### config.mk
export PLATFORM = sky130hd
export DESIGN_NAME = hsik_mac
export DESIGN_NICKNAME = d
export VERILOG_FILES = /design/src/rtl/hsik_pkg.sv /design/src/rtl/hsik_mac.sv
export SDC_FILE = /design/constraint.sdc
export NUM_CORES = 2
export LEC_CHECK = 0
export BUFFER_PORTS_ARGS = -buffer_cell sky130_fd_sc_hd__buf_2
export CELL_PAD_IN_SITES_DETAIL_PLACEMENT = 1
export CELL_PAD_IN_SITES_GLOBAL_PLACEMENT = 2
export CORE_AREA = 2 2 389 391
export DETAILED_ROUTE_END_ITERATION = 6
export DIE_AREA = 0 0 391 393
export PLACE_DENSITY_LB_ADDON = 0.1
export SYNTH_ARGS = -nofsm -noshare
export SYNTH_HDL_FRONTEND = slang
export SYNTH_SLANG_ARGS = --single-unit
### constraint.sdc
create_clock -name i_clk -period 13.2 [get_ports i_clk]
set_clock_uncertainty 0.15 [all_clocks]
set_input_delay 1.98 -clock i_clk [delete_from_list [all_inputs] [get_ports i_clk]]
set_output_delay 1.98 -clock i_clk [all_outputs]
set_load 0.005 [all_outputs]
### src/rtl/hsik_pkg.sv
`timescale 1ns / 1ps
package hsik_pkg;

    localparam int LEG_COUNT = 6;
    localparam int LEG_W     = 3;

    localparam int OPW  = 35;   // multiplier operand width
    localparam int ACCW = 66;   // accumulator width
    localparam int CINW = 33;   // cordic input width
    localparam int ANGW = 26;   // cordic angle width, 1/65536 degree

    typedef enum logic [1:0] {
        MAC_NOP,
        MAC_MUL,
        MAC_ADD,
        MAC_SUB
    } t_mac_op;

    localparam logic signed [ANGW-1:0] DEG90  = 26'sd5898240;
    localparam logic signed [ANGW-1:0] DEG180 = 26'sd11796480;

    localparam logic signed [OPW-1:0]  HORN2_Q8     = 35'sd16256;
    localparam logic signed [21:0]     HOME_Z_Q8    = 22'sd39058;
    localparam logic signed [ACCW-1:0] ROD_HORN_Q16 = 66'sd1408495616;

    localparam logic signed [15:0] BASE_X [LEG_COUNT] =
        '{16'sd3246, 16'sd12114, -16'sd15360, -16'sd15360, 16'sd12114, 16'sd3246};
    localparam logic signed [15:0] BASE_Y [LEG_COUNT] =
        '{16'sd15862, 16'sd10742, -16'sd5120, 16'sd5120, -16'sd10742, -16'sd15862};
    localparam logic signed [15:0] PLAT_X [LEG_COUNT] =
        '{16'sd833, 16'sd10687, -16'sd11520, -16'sd11520, 16'sd10687, 16'sd833};
    localparam logic signed [15:0] PLAT_Y [LEG_COUNT] =
        '{16'sd12821, 16'sd7132, -16'sd5690, 16'sd5690, -16'sd7132, -16'sd12821};
    localparam logic signed [15:0] BETA_C [LEG_COUNT] =
        '{-16'sd14189, 16'sd14189, 16'sd0, 16'sd0, 16'sd14189, -16'sd14189};
    localparam logic signed [15:0] BETA_S [LEG_COUNT] =
        '{16'sd8192, -16'sd8192, -16'sd16384, 16'sd16384, 16'sd8192, -16'sd8192};

    localparam logic [21:0] ATAN_TAB [20] = '{
        22'd2949120, 22'd1740967, 22'd919879, 22'd466945, 22'd234379,
        22'd117304,  22'd58666,   22'd29335,  22'd14668,  22'd7334,
        22'd3667,    22'd1833,    22'd917,    22'd458,    22'd229,
        22'd115,     22'd57,      22'd29,     22'd14,     22'd7
    };

    // round to nearest, halves away from zero
    function automatic logic signed [ACCW-1:0] f_rnd(input logic signed [ACCW-1:0] v,
                                                     input int unsigned sh);
        logic signed [ACCW-1:0] half;
        logic signed [ACCW-1:0] neg;
        half  = $signed(ACCW'(1) << (sh - 1));
        neg   = $signed({{(ACCW-1){1'b0}}, v[ACCW-1]});
        f_rnd = (v + half - neg) >>> sh;
    endfunction

endpackage

### src/rtl/hsik_mac.sv
`timescale 1ns / 1ps
module hsik_mac
    import hsik_pkg::*;
(
    input  logic                   i_clk,
    input  t_mac_op                i_op,
    input  logic signed [OPW-1:0]  i_a,
    input  logic signed [OPW-1:0]  i_b,
    output logic signed [ACCW-1:0] o_acc
);

    logic signed [2*OPW-1:0] w_full;
    logic signed [ACCW-1:0]  w_prod;
    logic signed [ACCW-1:0]  r_acc;

    assign w_full = i_a * i_b;
    assign w_prod = $signed(w_full[ACCW-1:0]);

    always_ff @(posedge i_clk) begin
        case (i_op)
            MAC_MUL: r_acc <= w_prod;
            MAC_ADD: r_acc <= r_acc + w_prod;
            MAC_SUB: r_acc <= r_acc - w_prod;
            default: r_acc <= r_acc;
        endcase
    end

    assign o_acc = r_acc;

endmodule

==> flow_summary.toml <==
[timing]
setup_viol = 0
drv_slew = 0
tightestPinTransition_ns = 0.927
min_period_ns = 12.73
slew_headroom = 0.381
max_freq_ghz = 0.0786
min_period_over_period = 0.964
rsz0062_at_grt = "false"
finalHoldViolCount = 0

[cells_and_area]
fin_nets = 7596
fin_cells = 7942
largest_reg_flops = 66
fillers = 17348
multiInputGateArea_mm2 = 0.0432
seq_area_mm2 = 0.00198
fin_area_mm2 = 0.0575
layout-drive-gt1-share = 0.135
areaGrowthSynthToFinish_pct = 14.0

[floorplanning]
core_mm2 = 0.149
start_util = 0.338
fp.dieH_um = 393
die_area_mm2 = 0.154
rows = 142
die_x_um = 391
ios = 139

[grt]
grt_overflow = 0
grt_start_max_net_pins = 49
grt_usage = 0.226
first_global_vias = 43635
grt_pass1_wl_um = 267000
antenna_found_initial = 10

[clocking]
tritoncts.num_buffers = 9
clkTransAtPathRegs_ns = 0.06
cts.sinks = 66
h-tree-depth = 3
clock_latency_ns = 0.37
clockBufferDepth = 2
cts_tree = "yes"
clock-root-buffer = "clkbuf_16"

[yosys]
synthesis.area_mm2 = 0.0505
syn-num-nets = 7201
synth.distinct_cells = 86
ys_seq_elements = 66
yosys-top-cells-count = "fa_1 (1263), inv_1 (1206), nand2_1 (775), and2_1 (575), clkbuf_1 (290)"
synth_warnings = 0
ys_top_cells_by_area = "fa_1 (50%), inv_1 (9.0%), and2_1 (7.1%)"
synth_ff_type = "edfxtp_1"
synth_top_area_share = 0.501
syn_area_per_cell_um2 = 9.01
async_reset_ff_frac = 0
synthCells = 5597
yosysMostFrequentCell = "fa_1"
yosysSeqAreaShare = 0.0393
synth_top_area_cell = "fa_1"
synth_enable_flop_cells = 66

[routing]
drtIter0Drc = 1649
vias_per_cell = 4.81
first_pass_iters = 7
drt-wirelength-per-cell_um = 20.8
vias = 38193
drc = 2
ant_nets = 0
finalWirelength_um = 165000

[critical_path]
crit_top_cell = "fa_1"
crit_path_end_kind = "flop"
critPathLaunchType = "primary input"
crit_buf_inv = 10
cp_data_required_time_ns = 13.17
reg2reg_slack_ns = 8.74
cp_max_fo = 7
path_class = "primary input to flop"
cpPeakStageDelay_ns = 0.60
arrival_ns = 12.70
path_delay_family = "adder cells"
slowest_stage = "fa_2"

[placed_design]
place_area_mm2 = 0.0567
place.gp.congestion = 0.871
port-buffer-count = 138
hpwl_um = 149000
place_inst = 7917

[run]
max_cap_viol_count = 0

[status]
status = "finished, violations left"
violations = "DRC"

[min_path]
hp-class = "flop to flop"
worst paths after layout:
| path | start | to | cells after the start |
|---|---|---|---|
| min | o_acc[0]$_DFFE_PP_ | o_acc[0]$_DFFE_PP_ | 3 |
| min reg2reg | o_acc[0]$_DFFE_PP_ | o_acc[0]$_DFFE_PP_ | 3 |
| max reg2reg | o_acc[0]$_DFFE_PP_ | o_acc[58]$_DFFE_PP_ | 19 |
| max | i_b[2] | o_acc[65]$_DFFE_PP_ | 45 |
routing by layer:
metal,vias up,GRT usage,share of wire
li1,17521,-,-
met1,20159,0.354,0.52
met2,435,0.348,0.44
met3,70,0.0211,0.030
met4,8,0.0214,0.0065
met5,-,0,0.00030
area by class of cell:
type / instances / share of cell area
Multi-Input combinational cell: 4025 / 0.750
Timing Repair Buffer: 684 / 0.0888
Inverter: 1206 / 0.0787
Tap cell: 1944 / 0.0423
Sequential cell: 66 / 0.0344
Clock buffer: 9 / 0.00391
Clock inverter: 7 / 0.00187
Antenna cell: 1 / 0.0000435
metrics by stage:
| step | setup WS, ns | TNS (ns) | utilization | hold slack, ns |
|---|---|---|---|---|
| 6_report | 0.472 | 0 | 0.386 | 0.646 |
| 5_1_grt | 0.00651 | 0 | 0.386 | 0.714 |
| 4_1_cts | 0.0421 | 0 | 0.382 | 0.656 |
| 3_5_place_dp | -0.282 | -0.648 | 0.380 | 0.646 |
| 3_3_place_gp | -0.194 | -0.384 | 0.380 | 0.624 |
| 2_1_floorplan | 0.323 | 0 | - | 0.616 |
placed cells by master (no fill, tap or decap), types with 9 or more instances in the layout:
cell type,instances
a31oi_1,24
buf_2,131
a21oi_1,153
o21ai_0,98
nor4_1,11
edfxtp_1,66
nand4_1,27
o31ai_1,16
fa_2,9
nand2b_1,33
inv_1,1204
fa_1,1254
a21oi_2,11
a211oi_1,15
xnor2_1,116
nand3_1,35
o211ai_1,16
nand2_1,772
mux2_2,14
buf_12,21
xor2_1,73
or3_1,10
o21a_1,23
nor3_1,32
and3_1,17
buf_6,11
ha_4,9
nor2_1,111
a21o_1,82
o21bai_1,21
and2_1,574
buf_4,514
o21ai_1,15
ha_1,257
clkbuf_16,9
nor2b_1,31
cell families (layout without fill, tap and decap cells):
group,after synthesis,after routing,share of synthesized area
AND/OR/NAND/NOR,1712,1712,0.170
adder cells (fa/ha/maj),1531,1531,0.568
buffers and inverters,1506,1906,0.112
AO/OA/AOI/OAI,568,568,0.0731
XOR/XNOR,192,192,0.0335
flip-flops,66,66,0.0393
multiplexers,22,22,0.00471
other,0,1,0
tightest hold or removal path: cells and delay by family (launching register included):
kind	cells	cell delay (ns)
flip-flops	1	0.38
adder cells (fa/ha/maj)	1	0.12
buffers and inverters	1	0.07
multiplexers	1	0.05
what timing repair did:
item                                    4_1_cts  5_1_grt
gates resized for setup                       0      103
buffers inserted                              0       10
endpoints found under the setup margin        0       15
hold buffers                                  0        0
hold endpoints to repair                      0        0
Power is not shown: default switching activity piles up to over one toggle a cycle in this logic, so the estimate is an artifact.
