[config.mk]
export PLATFORM = sky130hd
export DESIGN_NAME = hsik_sqrt
export DESIGN_NICKNAME = d
export VERILOG_FILES = /design/src/rtl/hsik_pkg.sv /design/src/rtl/hsik_sqrt.sv
export SDC_FILE = /design/constraint.sdc
export NUM_CORES = 1
export LEC_CHECK = 0
export BUFFER_PORTS_ARGS = -buffer_cell sky130_fd_sc_hd__buf_2
export CAP_MARGIN = 0
export CORE_MARGIN = 8
export CORE_UTILIZATION = 39
export CTS_CLUSTER_SIZE = 12
export DETAILED_ROUTE_END_ITERATION = 12
export HOLD_SLACK_MARGIN = 0.05
export PLACE_DENSITY = 0.63
export SETUP_SLACK_MARGIN = 0.5
export SYNTH_ARGS = -nofsm -noshare
export SYNTH_HDL_FRONTEND = slang
export SYNTH_SLANG_ARGS = --single-unit
[constraint.sdc]
create_clock -name i_clk -period 13.7 [get_ports i_clk]
set_input_delay 4.11 -clock i_clk [delete_from_list [all_inputs] [get_ports i_clk]]
set_output_delay 4.11 -clock i_clk [all_outputs]
set_load 0.02 [all_outputs]
[src/rtl/hsik_pkg.sv]
`timescale 1ns / 1ps
package hsik_pkg;

    localparam int LEG_COUNT = 6;
    localparam int LEG_W     = 3;

    localparam int OPW  = 35;   // multiplier operand width
    localparam int ACCW = 66;   // accumulator width
    localparam int CINW = 33;   // cordic input width
    localparam int ANGW = 26;   // cordic angle width, 1/65536 degree

    typedef enum logic [1:0] {
        MAC_NOP,
        MAC_MUL,
        MAC_ADD,
        MAC_SUB
    } t_mac_op;

    localparam logic signed [ANGW-1:0] DEG90  = 26'sd5898240;
    localparam logic signed [ANGW-1:0] DEG180 = 26'sd11796480;

    localparam logic signed [OPW-1:0]  HORN2_Q8     = 35'sd16256;
    localparam logic signed [21:0]     HOME_Z_Q8    = 22'sd39058;
    localparam logic signed [ACCW-1:0] ROD_HORN_Q16 = 66'sd1408495616;

    localparam logic signed [15:0] BASE_X [LEG_COUNT] =
        '{16'sd3246, 16'sd12114, -16'sd15360, -16'sd15360, 16'sd12114, 16'sd3246};
    localparam logic signed [15:0] BASE_Y [LEG_COUNT] =
        '{16'sd15862, 16'sd10742, -16'sd5120, 16'sd5120, -16'sd10742, -16'sd15862};
    localparam logic signed [15:0] PLAT_X [LEG_COUNT] =
        '{16'sd833, 16'sd10687, -16'sd11520, -16'sd11520, 16'sd10687, 16'sd833};
    localparam logic signed [15:0] PLAT_Y [LEG_COUNT] =
        '{16'sd12821, 16'sd7132, -16'sd5690, 16'sd5690, -16'sd7132, -16'sd12821};
    localparam logic signed [15:0] BETA_C [LEG_COUNT] =
        '{-16'sd14189, 16'sd14189, 16'sd0, 16'sd0, 16'sd14189, -16'sd14189};
    localparam logic signed [15:0] BETA_S [LEG_COUNT] =
        '{16'sd8192, -16'sd8192, -16'sd16384, 16'sd16384, 16'sd8192, -16'sd8192};

    localparam logic [21:0] ATAN_TAB [20] = '{
        22'd2949120, 22'd1740967, 22'd919879, 22'd466945, 22'd234379,
        22'd117304,  22'd58666,   22'd29335,  22'd14668,  22'd7334,
        22'd3667,    22'd1833,    22'd917,    22'd458,    22'd229,
        22'd115,     22'd57,      22'd29,     22'd14,     22'd7
    };

    // round to nearest, halves away from zero
    function automatic logic signed [ACCW-1:0] f_rnd(input logic signed [ACCW-1:0] v,
                                                     input int unsigned sh);
        logic signed [ACCW-1:0] half;
        logic signed [ACCW-1:0] neg;
        half  = $signed(ACCW'(1) << (sh - 1));
        neg   = $signed({{(ACCW-1){1'b0}}, v[ACCW-1]});
        f_rnd = (v + half - neg) >>> sh;
    endfunction

endpackage

[src/rtl/hsik_sqrt.sv]
`timescale 1ns / 1ps
module hsik_sqrt
    import hsik_pkg::*;
(
    input  logic        i_clk,
    input  logic        i_rst_n,
    input  logic        i_start,
    input  logic [63:0] i_radicand,
    output logic        o_busy,
    output logic [31:0] o_root
);

    logic [63:0] r_n;
    logic [63:0] r_r;
    logic [4:0]  r_j;
    logic        r_busy;

    logic [63:0] w_bit;
    logic [63:0] w_trial;
    logic [64:0] w_diff;

    assign w_bit   = 64'(1) << {r_j, 1'b0};
    assign w_trial = r_r + w_bit;
    assign w_diff  = {1'b0, r_n} - {1'b0, w_trial};

    always_ff @(posedge i_clk) begin
        if (!i_rst_n) begin
            r_busy <= 1'b0;
        end else if (i_start) begin
            r_busy <= 1'b1;
        end else if (r_busy && r_j == 5'd0) begin
            r_busy <= 1'b0;
        end
    end

    // one result bit per cycle, radicand bit pairs from the top
    always_ff @(posedge i_clk) begin
        if (i_start) begin
            r_n <= i_radicand;
            r_r <= '0;
            r_j <= 5'd31;
        end else if (r_busy) begin
            if (!w_diff[64]) begin
                r_n <= w_diff[63:0];
                r_r <= (r_r >> 1) + w_bit;
            end else begin
                r_r <= r_r >> 1;
            end
            r_j <= r_j - 5'd1;
        end
    end

    assign o_busy = r_busy;
    assign o_root = r_r[31:0];

endmodule

==> key figures, run 1 <==
Clock tree
  – Hold-fix buffers, CTS: 0
  – Number of gates resized after cts: 0
  – Clock transition at path regs: 60 ps
  – CTS buffer count: 17
  – H-tree depth reported by CTS: 4
  – Clock Latency Late Sink: about 450 ps
  – CTS Buffer Depth: 2
  – CTS tree: built
  – Root Buffer: sky130_fd_sc_hd__clkbuf_16
  – Clock sink count: 134
  – Total setup buffers inserted after CTS: 0

Detailed routing
  – Vias per Instance: 5.91
  – Remaining antenna violation count after routing: 0
  – Total number of vias: roughly 14000
  – Number of design rule violations left after detail routing: 0
  – Initial DRC Count: between 1000 and 1500
  – Total Wirelength: 45.7 mm
  – Average wire length per cell after detail routing: 18.7 um
  – Router iterations before antenna repair: 6

Power and ir drop
  – Power per cell area: 175 nW/um^2
  – Switching Fraction: 0.466
  – Total internal power: about 1.5 mW
  – Relative contribution of the clock network to total power: 0.177
  – LEAKAGE: about 6.0 nW
  – Switching component of the power: around 1.3 mW
  – Largest voltage drop on the vdd net: 0.100 mV
  – Proportion of power drawn by combinational gates: 0.583
  – Fraction of power consumed by sequential logic: 0.241

Critical path
  – R2r worst-path depth: 25
  – Critical-path top delay cell: sky130_fd_sc_hd__a2111oi_0
  – Crit Path Category: register to register
  – Cell type with the highest occurrence count on the critical path: sky130_fd_sc_hd__a21oi_1
  – Required arrival time at the worst endpoint: 13780 ps
  – Type of element launching the critical path: register
  – Crit Path Max Fanout: 64
  – Critical path arrival: 7910 ps
  – Crit path largest cell delay: 830 ps
  – Nature of the critical path endpoint: register

Finish
  – Fill cell instance count of the final layout: between 3000 and 4000
  – Layout Utilization: 0.424
  – Layout Cell Area excl Fill: 15900 sq um
  – Fraction of layout cells with a size suffix above 1: 0.0961
  – Relative area change from synthesis to final layout: 7.68%
  – Antenna diodes: 0
  – Final layout net count: between 2000 and 2500

Logic synthesis
  – Dominant synthesized flop cell: sky130_fd_sc_hd__dfxtp_1
  – Post-synth EDFFs: 64
  – Cell area after synthesis: between 10000 and 15000 sq um
  – Sequential share of the synthesized area: 0.225
  – Ys async rst share: 0
  – Top cells by area, synth: sky130_fd_sc_hd__edfxtp_1, sky130_fd_sc_hd__ha_1, sky130_fd_sc_hd__dfxtp_1, sky130_fd_sc_hd__nand2_1, sky130_fd_sc_hd__o21ai_0
  – Number of warnings reported in the yosys synthesis log: 0
  – Synth Net Count: 2146
  – Synthesized netlist cell count: 1945
  – Synth unique cells: 80
  – Area share of the largest cell type after synthesis: 0.130
  – Mean instance size in the synthesized netlist: 7.58 sq um
  – Flip-flop and latch count after synthesis: 134
  – Leading area contributor after synthesis: sky130_fd_sc_hd__edfxtp_1

Global route
  – Number of antenna violations at the first check in global routing: 0
  – Maximum number of pins on one net before global-route repair: 108
  – Global-route total usage across every layer: 0.202
  – Sum of overflow across all layers after global routing: 0
  – Wire length of the first global-routing pass: 73.3 mm
  – Number of global-route vias before repair: 13700

Flow run
  – Maxcap violations: 0

STA
  – Max frequency: 0.128 GHz
  – Tmin final: 7830 ps
  – Final slew viol count: 0
  – Setup Total Neg Slack: 0 ps
  – Worst Max-Slew Pin Slew: 944 ps
  – Setup repair after global routing missed its margin: false
  – Normalized max-slew margin: 0.355
  – Worst Hold Margin: approximately 540 ps
  – Count of final hold-check violations: 0
  – Final clock period utilization by the worst path: 0.572
  – Post-route clock skew: 12.8 ps
  – Number of failing setup endpoints in the final timing report: 0

Die
  – Effective utilization at floorplan: 0.393
  – Width of the die: 210 um
  – Die area: ~44000 sq um
  – Floorplan row count: 71
  – I/O pins: 100
  – Area of the core region: 37500 sq um
  – Die Y-Extent: roughly 210 um

Place
  – Detailed Place HPWL: 34.8 mm
  – Cell area reported after detailed placement: 15300 sq um
  – Routability Congestion: 0.951
  – IO Port Bufs: 99

Min path
  – Hold crit path type: register to register
  – Hold path depth: 2

Run status
  – Run status: complete, no violations
## final timing paths
path              startpoint       to  slack [ps]
setup reg to reg      r_j[0]  r_n[61]        5870
hold reg to reg      r_r[34]  r_r[34]         540
setup / recovery      r_j[0]  r_n[61]        5870
hold / removal       r_r[34]  r_r[34]         540
## logic make-up (layout without fill, tap and decap cells)
logic type      count (synthesis)  count (layout)  synth area share
compound gates                638             638             0.291
xor+xnor                      151             151            0.0897
fa+ha+maj                     135             135             0.115
buf+inv                       192             183            0.0581
flops                         134             134             0.225
mux                            16              16            0.0118
simple gates                  679             679             0.209
## cell usage after synthesis (16+ instances only)
cell	count
sky130_fd_sc_hd__o21ai_0	158
sky130_fd_sc_hd__inv_1	44
sky130_fd_sc_hd__nand2_1	269
sky130_fd_sc_hd__nand2b_1	22
sky130_fd_sc_hd__or3_1	23
sky130_fd_sc_hd__nor2_1	182
sky130_fd_sc_hd__a21oi_1	113
sky130_fd_sc_hd__edfxtp_1	64
sky130_fd_sc_hd__nand3_1	36
sky130_fd_sc_hd__xor2_1	71
sky130_fd_sc_hd__nor3_1	32
sky130_fd_sc_hd__o21bai_1	29
sky130_fd_sc_hd__nand4_1	35
sky130_fd_sc_hd__ha_1	133
sky130_fd_sc_hd__dfxtp_1	70
sky130_fd_sc_hd__a311oi_1	30
sky130_fd_sc_hd__o21a_1	24
sky130_fd_sc_hd__clkbuf_1	108
sky130_fd_sc_hd__nor2b_1	21
sky130_fd_sc_hd__buf_4	32
sky130_fd_sc_hd__a21o_1	49
sky130_fd_sc_hd__a31oi_1	62
sky130_fd_sc_hd__xnor2_1	80
sky130_fd_sc_hd__o211ai_1	16
sky130_fd_sc_hd__a211oi_1	36
## metal layers
layer	track usage	vias up	part of all wire
met5	0	-	0
met4	0.0625	0	0.022
met3	0.0266	70	0.044
met2	0.328	411	0.46
met1	0.275	6880	0.47
li1	-	7105	-
## per-stage QoR
stage,power [mW],worst slack [ps],instances
after floorplan,1.88,6810,1945
after global placement,2.25,6210,2415
after detailed placement,2.26,6000,2415
after CTS,2.77,5960,2447
after global routing,2.99,5290,2447
final,2.78,5870,2447
## worst max-delay path: cells and delay by family, from the launching register on
family / cells / cell delay [ps]
adder cells (fa/ha/maj): 3 / 1020
flip-flops: 1 / 420
AO/OA/AOI/OAI: 9 / 2700
XOR/XNOR: 1 / 130
buffers and inverters: 3 / 1200
AND/OR/NAND/NOR: 9 / 1810
## state kept, by name (all words and copies together), names as in the netlist
| register | flops |
|---|---|
| r_j | 5 |
| o_busy | 1 |
| r_n | 64 |
| r_r | 64 |
## placed cells by master (no fill, tap or decap), types with 22 or more instances in the layout
master / count
sky130_fd_sc_hd__nand2_1: 269
sky130_fd_sc_hd__nor2_1: 181
sky130_fd_sc_hd__o21ai_0: 158
sky130_fd_sc_hd__ha_1: 133
sky130_fd_sc_hd__a21oi_1: 113
sky130_fd_sc_hd__buf_2: 98
sky130_fd_sc_hd__xnor2_1: 80
sky130_fd_sc_hd__xor2_1: 71
sky130_fd_sc_hd__dfxtp_1: 69
sky130_fd_sc_hd__edfxtp_1: 64
sky130_fd_sc_hd__a31oi_1: 62
sky130_fd_sc_hd__a21o_1: 48
sky130_fd_sc_hd__inv_1: 44
sky130_fd_sc_hd__nand3_1: 36
sky130_fd_sc_hd__a211oi_1: 36
sky130_fd_sc_hd__nand4_1: 35
sky130_fd_sc_hd__nor3_1: 32
sky130_fd_sc_hd__a311oi_1: 30
sky130_fd_sc_hd__o21bai_1: 29
sky130_fd_sc_hd__o21a_1: 24
sky130_fd_sc_hd__or3_1: 23
sky130_fd_sc_hd__nand2b_1: 22
## power by group through the flow
| stage | clock network [mW] | registers [mW] | logic, mW |
|---|---|---|---|
| 2_1_floorplan | 0 | 0.623 | 1.26 |
| 4_1_cts | 0.497 | 0.667 | 1.60 |
| 6_report | 0.490 | 0.669 | 1.62 |
| 5_1_grt | 0.512 | 0.681 | 1.80 |
| 3_5_place_dp | 0 | 0.674 | 1.59 |
| 3_3_place_gp | 0 | 0.675 | 1.58 |
## final cells by class
| class | count | area, sq um | area share |
|---|---|---|---|
| multi-input cells | 1619 | 10600 | 0.666 |
| flip-flops and latches | 134 | 3330 | 0.209 |
| well taps | 511 | 639 | 0.0403 |
| repair buffers | 107 | 562 | 0.0354 |
| clock buffers | 27 | 556 | 0.0350 |
| inverters | 44 | 165 | 0.0104 |
| clock inverters | 5 | 55.1 | 0.00347 |
No activity file was read; power rests on OpenSTA's default activity.
==> run 2: changes to the inputs <==
--- a/config.mk
+++ b/config.mk
@@ -12,7 +12,7 @@
 export CTS_CLUSTER_SIZE = 12
 export DETAILED_ROUTE_END_ITERATION = 12
 export HOLD_SLACK_MARGIN = 0.05
-export PLACE_DENSITY = 0.63
+export PLACE_DENSITY = 0.66
 export SETUP_SLACK_MARGIN = 0.5
 export SYNTH_ARGS = -nofsm -noshare
 export SYNTH_HDL_FRONTEND = slang
==> constraint.sdc (replaced) <==
create_clock -name i_clk -period 7.1 [get_ports i_clk]
set_input_delay 2.13 -clock i_clk [delete_from_list [all_inputs] [get_ports i_clk]]
set_output_delay 2.13 -clock i_clk [all_outputs]
set_load 0.02 [all_outputs]
==> run 2 against run 1 <==
  * Total power rose by 97%
  * Critical endpoint is now r_r[10]
  * Critical path type unchanged
  * Register-to-register slack got worse by 5100 ps
  * Clock skew rose by 3.3 ps
  * Global-route usage rose by 0.14 points
  * Flip-flop and latch count did not move
  * Hold slack got worse by 2.8 ps
  * Critical path depth rose by 2
  * Count of clock-buffer cells in the layout fell by 2
  * Non-clock buffer count rose by 13
  * Setup slack got worse by 5100 ps
==> key figures, run 2 (synthesis gave the netlist of run 1 again) <==
Run status
  – Run status: complete, no violations (unchanged)

Place
  – Routability Congestion: 0.977 (was 0.951)
  – IO Port Bufs: 99 (unchanged)
  – Detailed Place HPWL: 35.2 mm (was 34.8 mm)

STA
  – Count of final hold-check violations: 0 (unchanged)
  – Post-route clock skew: 16.2 ps (was 12.8 ps)
  – Worst Max-Slew Pin Slew: 899 ps (was 944 ps)
  – Final clock period utilization by the worst path: 0.888 (was 0.572)
  – Setup repair after global routing missed its margin: false (unchanged)
  – Tmin final: 6300 ps (was 7830 ps)
  – Normalized max-slew margin: 0.401 (was 0.355)
  – Number of failing setup endpoints in the final timing report: 0 (unchanged)
  – Final slew viol count: 0 (unchanged)
  – Max frequency: 0.159 GHz (was 0.128 GHz)
  – Setup Total Neg Slack: 0 ps (unchanged)

Global route
  – Wire length of the first global-routing pass: 73.5 mm (was 73.3 mm)
  – Met3 usage in global routing: 0.0346 (was 0.0266)
  – Number of antenna violations at the first check in global routing: 0 (unchanged)
  – Met2 Track Usage GR: 0.329 (was 0.328)
  – Met1 track utilization from global routing: 0.269 (was 0.275)
  – Most congested layer reported by global routing: met2 (unchanged)
  – Global-route total usage across every layer: 0.203 (was 0.202)
  – Sum of overflow across all layers after global routing: 0 (unchanged)
  – Maximum number of pins on one net before global-route repair: 105 (was 108)
  – Number of global-route vias before repair: 13900 (was 13700)

Clock tree
  – Clock transition at path regs: 70 ps (was 60 ps)
  – Root Buffer: sky130_fd_sc_hd__clkbuf_16 (unchanged)
  – CTS buffer count: 17 (unchanged)
  – CTS tree: built (unchanged)
  – Hold-fix buffers, CTS: 0 (unchanged)
  – CTS Buffer Depth: 2 (unchanged)
  – Clock Latency Late Sink: 460 ps (was 450 ps)
  – Clock sink count: 134 (unchanged)
  – H-tree depth reported by CTS: 4 (unchanged)

Detailed routing
  – Total Wirelength: 46.1 mm (was 45.7 mm)
  – Remaining antenna violation count after routing: 0 (unchanged)
  – Number of design rule violations left after detail routing: 0 (unchanged)
  – Average wire length per cell after detail routing: 18.8 um (was 18.7 um)
  – Initial DRC Count: 1144 (was 1143)
  – Vias per Instance: 5.98 (was 5.91)
  – Router iterations before antenna repair: 5 (was 6)
  – Total number of vias: 14700 (was 14500)

Critical path
  – Critical-path top delay cell: sky130_fd_sc_hd__dfxtp_2 (was sky130_fd_sc_hd__a2111oi_0)
  – Cell type with the highest occurrence count on the critical path: sky130_fd_sc_hd__ha_1 (was sky130_fd_sc_hd__a21oi_1)
  – Nature of the critical path endpoint: register (unchanged)
  – Crit Path Category: register to register (unchanged)
  – Setup slack of the worst register-to-register path: 800 ps (was 5870 ps)
  – Reg-to-reg startpoint: r_j[0] (unchanged)
  – Crit path largest cell delay: 370 ps (was 830 ps)
  – Critical path arrival: 6640 ps (was 7910 ps)
  – R2r worst-path depth: 27 (was 25)
  – Type of element launching the critical path: register (unchanged)
  – Crit Path Max Fanout: 42 (was 64)
  – Required arrival time at the worst endpoint: 7430 ps (was 13780 ps)
  – Worst flop-to-flop path endpoint: r_r[10] (was r_n[61])

Min path
  – Worst hold path endpoint: r_r[34] (unchanged)
  – Hold path depth: 2 (unchanged)
  – Worst Min Path Start: r_r[34] (unchanged)
  – Hold crit path type: register to register (unchanged)

Die
  – Width of the die: 210 um (unchanged)
  – Die Y-Extent: 210 um (unchanged)
  – Floorplan row count: 71 (unchanged)
  – Die area: 44300 sq um (unchanged)
  – I/O pins: 100 (unchanged)
  – Area of the core region: 37500 sq um (unchanged)
  – Effective utilization at floorplan: 0.393 (unchanged)

Finish
  – Largest registers ranked by flip-flop count: r_n: 64 flops, r_r: 64 flops, r_j: 5 flops (unchanged)
  – Combined area of the multi-input logic cells: 10700 sq um (was 10600 sq um)
  – Highest-count cells in the layout ignoring fill and taps: sky130_fd_sc_hd__nand2_1, sky130_fd_sc_hd__nor2_1, sky130_fd_sc_hd__o21ai_0 (unchanged)
  – Fill cell instance count of the final layout: 3881 (was 3886)
  – Antenna diodes: 0 (unchanged)
  – Register area: 3330 sq um (about the same)
  – Fraction of layout cells with a size suffix above 1: 0.111 (was 0.0961)
  – Final layout net count: 2137 (was 2124)
  – Relative area change from synthesis to final layout: 9.39% (was 7.68%)
  – Most frequent standard cell in the layout excluding fill and tap cells: sky130_fd_sc_hd__nand2_1 (unchanged)

Flow run
  – Maxcap violations: 0 (unchanged)

Power and ir drop
  – LEAKAGE: 6.13 nW (was 6.04 nW)
  – Largest voltage drop on the vdd net: 0.242 mV (was 0.100 mV)
  – Overall power after layout: 5.46 mW (was 2.78 mW)
  – Power per cell area: 338 nW/um^2 (was 175 nW/um^2)
run 2: cell count changes in the layout (fill, tap and decap cells not counted), moves of 3 or more:
cell | before | now
sky130_fd_sc_hd__clkbuf_16 | 19 | 22
sky130_fd_sc_hd__a21oi_2 | 2 | 5
sky130_fd_sc_hd__a31oi_1 | 62 | 59
sky130_fd_sc_hd__a21oi_1 | 113 | 110
sky130_fd_sc_hd__clkbuf_8 | 5 | 2
sky130_fd_sc_hd__buf_4 | 8 | 17
sky130_fd_sc_hd__buf_12 | 0 | 3
run 2: critical path, delay by kind of cell (launching register included):
kind,cells,cell delay (ps)
flops,1,370
buf+inv,2,280
mux,2,420
xor+xnor,1,260
simple gates,8,1500
compound gates,10,2290
fa+ha+maj,4,1030
run 2: per-layer routing:
layer / vias to the layer above / wire length [um] / share of wire
met5: - / 0 / 0
met4: 0 / 1310 / 0.028
met3: 94 / 2730 / 0.059
met2: 529 / 21100 / 0.46
met1: 6922 / 21000 / 0.45
li1: 7154 / - / -
run 2: cell type report:
class	count	share of cell area
timing repair buffer	120	0.0434
inverter	44	0.0102
multi-input combinational	1619	0.661
clock buffer	25	0.0361
sequential	134	0.206
tap	511	0.0396
clock inverter	7	0.00302
run 2: worst max-delay path by stage:
| stage | startpoint | endpoint | slack [ps] | cells past startpoint |
|---|---|---|---|---|
| after detailed placement | r_j[0] | r_n[0] | 360 | 26 |
| after CTS | r_j[0] | r_n[9] | 520 | 25 |
| after global routing | r_j[1] | r_r[10] | 490 | 28 |
| final | r_j[0] | r_r[10] | 800 | 27 |
| after global placement | r_j[0] | r_n[0] | 390 | 26 |
| after floorplan | r_j[0] | r_n[0] | 660 | 27 |
run 2: power breakdown:
group | switching [mW] | total (mW) | internal [mW]
Clock | 0.388 | 0.959 | 0.571
Combinational | 1.95 | 3.21 | 1.25
Sequential | 0.197 | 1.30 | 1.10
Total | 2.54 | 5.46 | 2.92
run 2: what timing repair did:
item / in CTS / in global routing
pin swaps: 0 / 4
buffers inserted: 0 / 2
endpoints found under the setup margin: 86 / 133
gates resized for setup: 4 / 17
run 2: stage by stage:
| stage | instance area (sq um) | hold slack (ps) | instances | worst slack, ps | utilization |
|---|---|---|---|---|---|
| after floorplan | 14800 | 478 | 1945 | 659 | - |
| after global placement | 15400 | 527 | 2426 | 386 | 0.411 |
| after detailed placement | 15400 | 530 | 2426 | 362 | 0.411 |
| after CTS | 16000 | 540 | 2458 | 516 | 0.428 |
| after global routing | 16100 | 578 | 2460 | 490 | 0.430 |
| final | 16100 | 540 | 2460 | 798 | 0.430 |
